$ cat src/design/fdd_pkg.sv
package fdd_pkg;

    // Field widths of the request and result payloads.
    localparam int SAMPLE_BITS = 16;
    localparam int VAL_W       = 24;
    localparam int ORD_W       = 2;
    localparam int POS_W       = 8;

    // Configuration port.
    localparam int CFG_W     = 7;
    localparam int CFG_IDX_W = 2;

    localparam logic [CFG_IDX_W-1:0] REG_FEATURE_COUNT = 2'd0;
    localparam logic [CFG_IDX_W-1:0] REG_ORDER_COUNT   = 2'd1;
    localparam logic [CFG_IDX_W-1:0] REG_ENERGY_LAST   = 2'd2;
    localparam logic [CFG_IDX_W-1:0] REG_TWO_SPAN      = 2'd3;

    localparam logic [6:0]       RST_FEATURE_COUNT = 7'd13;
    localparam logic [ORD_W-1:0] RST_ORDER_COUNT   = 2'd2;

    // Request operations.
    localparam logic OP_ELEMENT = 1'b0;
    localparam logic OP_CLEAR   = 1'b1;

    // Default sizes for the top level parameters.
    localparam int DEF_MAX_FEATURES = 64;
    localparam int DEF_MAX_ORDERS   = 3;

    typedef struct packed {
        logic                          op;
        logic signed [SAMPLE_BITS-1:0] sample;
    } in_t;

    typedef struct packed {
        logic signed [VAL_W-1:0] value;
        logic [ORD_W-1:0]        order;
        logic [POS_W-1:0]        position;
        logic                    last;
    } out_t;

    // Token that walks along the cell chain, one cell per step.
    typedef struct packed {
        logic signed [VAL_W-1:0] value;
        logic [ORD_W-1:0]        order;
        logic [ORD_W-1:0]        kmax;
        logic [POS_W-1:0]        position;
        logic [POS_W-1:0]        step;
        logic                    prime;
        logic                    span;
    } tok_t;

    // History store control broadcast from the head to every cell.
    typedef struct packed {
        logic rd_en;
        logic clr;
    } hist_ctl_t;

    // Address width for a store of the given depth, at least one bit.
    function automatic int idx_bits(input int depth);
        return (depth > 1) ? $clog2(depth) : 1;
    endfunction

endpackage

$ cat src/design/fdd_head.sv
module fdd_head #(
    parameter int MAX_FEATURES = fdd_pkg::DEF_MAX_FEATURES,
    parameter int MAX_ORDERS   = fdd_pkg::DEF_MAX_ORDERS
) (
    input  logic                                        clk,
    input  logic                                        rst_n,
    input  logic                                        cfg_we,
    input  logic [fdd_pkg::CFG_IDX_W-1:0]               cfg_index,
    input  logic [fdd_pkg::CFG_W-1:0]                   cfg_data,
    input  logic                                        accept,
    input  fdd_pkg::in_t                                req,
    input  logic                                        adv,
    output logic                                        tok_vld,
    output fdd_pkg::tok_t                               tok,
    output fdd_pkg::hist_ctl_t                          ctl,
    output logic [fdd_pkg::idx_bits(MAX_FEATURES)-1:0]  rd_addr,
    output logic [fdd_pkg::idx_bits(MAX_FEATURES)-1:0]  wr_addr
);
    import fdd_pkg::*;

    localparam int IDX_W = idx_bits(MAX_FEATURES);
    localparam int FW    = $clog2(MAX_FEATURES + 1);
    localparam int CW    = (FW > 7) ? FW : 7;

    logic [6:0]       feature_count_reg;
    logic [ORD_W-1:0] order_count_reg;
    logic             energy_last_reg;
    logic             two_span_reg;

    logic [IDX_W-1:0] counter_reg, counter_next;
    logic             primed_reg, primed_next;
    logic [IDX_W-1:0] e_reg, e_next;
    logic             tok_vld_reg, tok_vld_next;
    tok_t             tok_reg, tok_next;

    logic [CW-1:0]    f_wide;
    logic [FW-1:0]    f_eff;
    logic [FW-1:0]    f_m1;
    logic             frame_end;
    logic [ORD_W-1:0] kmax;
    logic [POS_W-1:0] f_pos;
    logic [POS_W-1:0] fm1_pos;
    logic [POS_W-1:0] tail_base;
    logic             is_element;

    // Configuration registers.
    always_ff @(posedge clk or negedge rst_n)
    begin
        if (!rst_n)
        begin
            feature_count_reg <= RST_FEATURE_COUNT;
            order_count_reg   <= RST_ORDER_COUNT;
            energy_last_reg   <= 1'b0;
            two_span_reg      <= 1'b0;
        end
        else if (cfg_we)
        begin
            case (cfg_index)
                REG_FEATURE_COUNT: feature_count_reg <= cfg_data;
                REG_ORDER_COUNT:   order_count_reg   <= cfg_data[ORD_W-1:0];
                REG_ENERGY_LAST:   energy_last_reg   <= cfg_data[0];
                REG_TWO_SPAN:      two_span_reg      <= cfg_data[0];
                default:           ;
            endcase
        end
    end

    // Effective frame length and order count, clamped to the built sizes; a frame length of zero counts as one.
    always_comb
    begin
        f_wide = CW'(feature_count_reg);
        if (f_wide == '0)
        begin
            f_wide = CW'(1);
        end
        else if (f_wide > CW'(MAX_FEATURES))
        begin
            f_wide = CW'(MAX_FEATURES);
        end
        f_eff = FW'(f_wide);
        f_m1  = f_eff - FW'(1);

        if (int'(order_count_reg) > MAX_ORDERS)
        begin
            kmax = ORD_W'(MAX_ORDERS);
        end
        else
        begin
            kmax = order_count_reg;
        end
    end

    // Element index within the frame and the start of its position walk.
    always_comb
    begin
        frame_end = (FW'(counter_reg) >= f_m1);
        e_next    = frame_end ? IDX_W'(f_m1) : counter_reg;
        f_pos     = POS_W'(f_eff);
        fm1_pos   = POS_W'(f_m1);
        tail_base = POS_W'({1'b0, kmax} + 3'd1) * fm1_pos;
    end

    // Next state of the counter, the priming flag and the head token.
    always_comb
    begin
        is_element   = accept && (req.op == OP_ELEMENT);
        counter_next = counter_reg;
        primed_next  = primed_reg;
        tok_vld_next = tok_vld_reg;
        tok_next     = tok_reg;

        if (accept && (req.op == OP_CLEAR))
        begin
            counter_next = '0;
        end
        else if (is_element)
        begin
            counter_next = frame_end ? '0 : counter_reg + IDX_W'(1);
            if (frame_end && (kmax != '0))
            begin
                primed_next = 1'b1;
            end
        end

        if (is_element)
        begin
            tok_vld_next   = 1'b1;
            tok_next.value = VAL_W'($signed(req.sample));
            tok_next.order = '0;
            tok_next.kmax  = kmax;
            tok_next.prime = !primed_reg;
            tok_next.span  = two_span_reg;
            if (energy_last_reg && frame_end)
            begin
                // The frame's last feature goes after every other order.
                tok_next.position = tail_base;
                tok_next.step     = POS_W'(1);
            end
            else if (energy_last_reg)
            begin
                tok_next.position = POS_W'(e_next);
                tok_next.step     = fm1_pos;
            end
            else
            begin
                tok_next.position = POS_W'(e_next);
                tok_next.step     = f_pos;
            end
        end
        else if (adv)
        begin
            tok_vld_next = 1'b0;
        end
    end

    always_ff @(posedge clk or negedge rst_n)
    begin
        if (!rst_n)
        begin
            counter_reg <= '0;
            primed_reg  <= 1'b0;
            tok_vld_reg <= 1'b0;
        end
        else
        begin
            counter_reg <= counter_next;
            primed_reg  <= primed_next;
            tok_vld_reg <= tok_vld_next;
        end
    end

    always_ff @(posedge clk)
    begin
        tok_reg <= tok_next;
        if (is_element)
        begin
            e_reg <= e_next;
        end
    end

    assign tok_vld   = tok_vld_reg;
    assign tok       = tok_reg;
    assign ctl.rd_en = is_element;
    assign ctl.clr   = accept && (req.op == OP_CLEAR);
    assign rd_addr   = e_next;
    assign wr_addr   = e_reg;

endmodule

$ cat config.mk
export PLATFORM = sky130hd
export DESIGN_NAME = fdd_head
export DESIGN_NICKNAME = d
export VERILOG_FILES = /design/src/design/fdd_pkg.sv /design/src/design/fdd_head.sv
export SDC_FILE = /design/constraint.sdc
export NUM_CORES = 1
export LEC_CHECK = 0
export BUFFER_PORTS_ARGS = -buffer_cell sky130_fd_sc_hd__buf_2
export CORE_ASPECT_RATIO = 0.7
export CORE_MARGIN = 3
export CORE_UTILIZATION = 55
export CTS_BUF_LIST = sky130_fd_sc_hd__clkbuf_4 sky130_fd_sc_hd__clkbuf_8 sky130_fd_sc_hd__clkbuf_16
export DETAILED_ROUTE_END_ITERATION = 10
export PLACE_DENSITY = 0.95
export RECOVER_POWER = 100
export SETUP_SLACK_MARGIN = 0.15
export SLEW_MARGIN = 20
export SYNTH_ARGS = -nofsm -noshare
export SYNTH_HDL_FRONTEND = slang
export SYNTH_SLANG_ARGS = --single-unit
$ cat constraint.sdc
create_clock -name clk -period 12.3 [get_ports clk]
set_clock_uncertainty 0.05 [all_clocks]
set_input_delay 2.46 -clock clk [delete_from_list [all_inputs] [get_ports clk]]
set_output_delay 2.46 -clock clk [all_outputs]
set_load 0.1 [all_outputs]
[Yosys cells after proc, flatten, opt, wreduce, memory -nomap -nowiden]
Cells that the tools add are included.
Cells by class
  add/subtract/negate cells: 3
  multiply operators: 1
  magnitude comparators: 2
  bitwise gates (word level): 2
  reduce and logical (&&, ||, !) cells: 15
  equality and inequality tests: 3
  mux-type cells: 10
Operators by type and width (count)
  6-bit 2-to-1 mux: 4
  7-bit 2-to-1 mux: 3
  16-bit 2-to-1 mux: 1
  3-bit by 7-bit multiplier with 8-bit output: 1
  2-bit AND reduction: 4
  6-bit by 7-bit greater-or-equal comparator with 1-bit output: 1
  7-bit greater-than comparator (second input constant): 1
  7-bit logical NOT: 1
  7-bit by 1-bit subtractor with 7-bit output (second input constant): 1
  6-bit by 1-bit adder with 6-bit output (second input constant): 1
  2-bit nonzero test: 3
  2-bit equality test (second input constant): 2
  1-bit logical AND: 4
  2-bit by 1-bit adder with 3-bit output (second input constant): 1
  3-bit AND reduction: 1
  2-bit by 1-bit equality test with 1-bit output (second input constant): 1
  2-bit logical NOT: 1
  1-bit 2-to-1 mux: 2
  1-bit NOT: 2
  1-bit logical NOT: 1
Storage, ports and cells
  flip-flop bits (word level): 61
  output and inout bits: 61
  input bits: 31
  word-level logic and storage cells: 50

[Longest topological paths before layout]
  word-level depth: 8
  gate-level depth with buffers: 18
  gate-level depth less buffers: 17

[Least setup slack after synthesis]
Ideal clock, no wire load.
  path kind: reg2out
  from: reg feature_count_reg[3]
  to: out rd_addr[1] (netlist name)
  buffers on the path: 2
  stages on the path, launching flop included: 18
  required time: 9790 ps
  path slack: 4864 ps
  arrival time: 4926 ps
  cells stage by stage: dfstp_2 or3_1 nor3_1 nor2_1 nor2_1 inv_1 ha_1 buf_6 xnor2_1 inv_1 ha_1 nand2_1 o21ai_0 maj3_1 o221ai_2 a21oi_4 buf_12 mux2i_1
On the way
  cells in the longest elaborated chain, start to end: 6
  elaborated cells on any way between the ends: 7
Ends and longest elaborated chain
  from (decl): RTL line fdd_head.sv:25  | logic [6:0] feature_count_reg;
  from (signal assigned): RTL line fdd_head.sv:59  | REG_FEATURE_COUNT: feature_count_reg <= cfg_data;
  7-bit greater-than comparator: RTL line fdd_head.sv:76  | else if (f_wide > CW'(MAX_FEATURES))
  7-bit 2-to-1 mux: RTL line fdd_head.sv:76
  7-bit 2-to-1 mux (*): RTL line fdd_head.sv:72  | if (f_wide == '0)
  7-bit by 1-bit subtractor with 7-bit output (*): RTL line fdd_head.sv:81  | f_m1 = f_eff - FW'(1);
  6-bit by 7-bit greater-or-equal comparator with 1-bit output: RTL line fdd_head.sv:96  | frame_end = (FW'(counter_reg) >= f_m1);
  6-bit 2-to-1 mux (*): RTL line fdd_head.sv:97  | e_next = frame_end ? IDX_W'(f_m1) : counter_reg;
  to (decl): RTL line fdd_head.sv:16  | output logic [fdd_pkg::idx_bits(MAX_FEATURES)-1:0] rd_addr,
Every way passes the cells marked *; elsewhere a longest branch is shown, timed or not.

[Final worst setup path]
  from: reg feature_count_reg[3]
  to: out rd_addr[0] (netlist name)
The elaborated chain is that of the path after synthesis.

==> flow_summary.yaml <==
outcome:
  outcome: "finished with violations"
  violations: "max-capacitance violations, max-slew violations"
clock_network:
  clk_latency_ns: 0.34
  root_buffer: "clkbuf_8"
  cts_max_path_buffers: 2
  postCtsResizedCells: 0
  cts_tree: "built"
  clk_pin_slew_ns: 0.07
  cts.sinks: 60
  post-cts-setup-buffers: 0
  numCtsBuffers: 9
  ctsHtreeMaxLevel: 3
  ctsHoldBuffers: 0
logic_synthesis:
  netlist_instances: 284
  synth-seq-area-share_pct: 50.9
  syn-cell-area_mm2: 0.00336
  synth_common_cells: "edfxtp_1, inv_1, nand2_1"
  ys_seq_elements: 60
  synth-main-ff-cell: "edfxtp_1"
  yosysWarnings: 0
  syn_area_per_cell_um2: 11.8
  async_reset_ff_share_pct: 31.7
  synth_top_area_share_pct: 36.6
  yosys-top-cells-area: "edfxtp_1, dfrtp_1, ha_1"
  synth.distinct_cells: 62
  synth_edf_count: 41
  synth_top_cell_by_area: "edfxtp_1"
  synth_most_common_cell: "edfxtp_1"
grt:
  grt_max_degree: 42
  grt_pass1_vias: 2286
  grt-ovfl-total: 0
  grt_use_total_pct: 20.7
  antenna_found_initial: 0
  grt_pass1_wl_um: 11300
power:
  netSwitchingFraction_pct: 47.0
  power.leakage_nw: 1.57
  worst_ir_drop_vdd_mv: 0.135
  power_frac_seq_pct: 29.1
  clockPowerShare_pct: 22.1
  p_int_mw: 0.516
  switchingPower_mw: 0.457
  comb_power_share_pct: 48.8
  power_mw: 0.972
  pwr_density_cell_mw_per_mm2: 249
worst_hold_path:
  hp-start: "primed_reg"
  min-delay-path-class: "flop to flop"
  holdPathStages: 2
  hold_path_end: "primed_reg"
critical_path:
  startpoint_type: "flop"
  crit_path_max_fanout: 19
  cp.required_ns: 9.79
  crit_type: "flop to output pin"
  regToRegSetupSlack_ns: 6.66
  reg2regPathDepth: 15
  cp-end-kind: "output pin"
  r2r_start: "feature_count_reg[3]"
  reg2reg_to: "tok[10]"
  arrival_ns: 6.52
sta:
  tightest_slew_ns: 2.25
  period_share_pct: 73.4
  slew_violations: 62
  hold_viol: 0
  fin_crit_ns: 9.03
  rsz0062_at_grt: "no"
  tns_ns: 0
  fmax_ghz: 0.111
  timing.final.setup_violations: 0
  relSlewSlack_pct: -49.7
floorplanning:
  fp.dieW_um: 99.4
  die-area_mm2: 0.00710
  top_level_ports: 92
  core_mm2: 0.00581
  initial_core_util_pct: 57.8
  core.rowCount: 23
  die_h_um: 71.4
placed_design:
  placed_area_mm2: 0.00377
  place.gp.congestion: 0.980
  io_buffers: 88
  hpwl_um: 5510
layout:
  fin_area_mm2: 0.00391
  drive_above_1_share_pct: 16.7
  nets: 418
  num_antenna_cells: 0
  finish.utilization_pct: 67.2
  largest_reg_flops: 35
  area_growth_pct: 16.2
  fillers: 464
route:
  firstDrtPassIters: 5
  vias: 2558
  ant_nets: 0
  drt_iter0_drc: 222
  wl_um: 7490
  avgViaCountPerCell: 5.72
  drcViolationCount: 0
  wl_per_cell_um: 16.8
job:
  timing.max_cap.violations: 2
[power groups by stage]
| stage | clock [mW] | combinational (mW) | sequential (mW) |
|---|---|---|---|
| 3_5_place_dp | 0 | 0.480 | 0.286 |
| 2_1_floorplan | 0 | 0.309 | 0.379 |
| 4_1_cts | 0.219 | 0.482 | 0.283 |
| 6_report | 0.215 | 0.474 | 0.283 |
| 5_1_grt | 0.228 | 0.508 | 0.287 |
| 3_3_place_gp | 0 | 0.467 | 0.284 |
[through the flow]
stage          cells  setup WS, ns  hold WS, ns
2_1_floorplan    286          4.86        0.365
3_3_place_gp     431          5.37        0.381
3_5_place_dp     431          5.13        0.401
4_1_cts          447          4.74        0.418
5_1_grt          447          2.87        0.432
6_report         447          3.27        0.415
[routing by layer]
metal  track usage, %  up-vias  share of wire [%]
met1             28.8     1214                 44
met3             8.85       16                 12
met2             30.2      151                 43
met5                0        -                  0
li1                 -     1177                  -
met4             5.00        0                1.2
[cells in the final DEF (no fill, tap or decap), types with 3 or more instances in the layout]
cell,count
mux2i_1,9
clkbuf_8,9
a21oi_1,13
inv_1,28
bufinv_16,3
nor2b_1,3
nor3_1,6
o31ai_1,3
a21o_1,3
o32ai_1,5
nand3_1,7
fa_1,6
xnor2_1,5
nor3b_1,3
mux2_2,11
ha_1,14
edfxtp_1,41
clkbuf_1,64
conb_1,3
o21ai_0,10
nand2_1,24
nor2_1,11
dfrtp_1,15
nand2b_1,4
buf_2,25
[critical path, stage by stage, from the launching register on]
cell      delay [ns]
dfstp_1         0.44
or3_1           0.45
nor3_1          0.15
nor2_1          0.06
nor2_1          0.17
inv_1           0.15
ha_1            0.33
xnor2_1         0.38
inv_1           0.15
ha_1            0.32
nand2_1         0.05
o21ai_0         0.30
maj3_1          0.30
o221ai_1        0.16
a21oi_1         1.47
mux2i_1         0.41
clkbuf_1        0.90
[cell families (layout without fill, tap and decap cells)]
| group | after synthesis | after routing | share of synthesized area [%] |
|---|---|---|---|
| buf+inv | 48 | 134 | 7.48 |
| simple gates | 71 | 71 | 10.9 |
| xor+xnor | 7 | 7 | 2.27 |
| mux | 21 | 21 | 6.92 |
| flops | 60 | 60 | 50.9 |
| other cells | 1 | 3 | 0.112 |
| compound gates | 55 | 55 | 12.3 |
| fa+ha+maj | 21 | 21 | 9.08 |
[cell type report]
type / count / area, um2 / area share [%]
clock buffers: 10 / 131 / 3.36
clock inverters: 6 / 113 / 2.88
inverters: 29 / 109 / 2.79
multi-input cells: 178 / 1380 / 35.4
flip-flops and latches: 60 / 1710 / 43.8
well taps: 75 / 93.8 / 2.40
repair buffers: 89 / 365 / 9.35
[worst max path at each step]
stage	startpoint	endpoint	cells past startpoint
2_1_floorplan	feature_count_reg[3]	rd_addr[1]	17
3_3_place_gp	feature_count_reg[3]	rd_addr[0]	16
3_5_place_dp	feature_count_reg[3]	rd_addr[0]	16
4_1_cts	feature_count_reg[3]	rd_addr[0]	16
5_1_grt	feature_count_reg[3]	rd_addr[3]	16
6_report	feature_count_reg[3]	rd_addr[0]	16
Note: power is estimated with default switching activity, not from simulation.
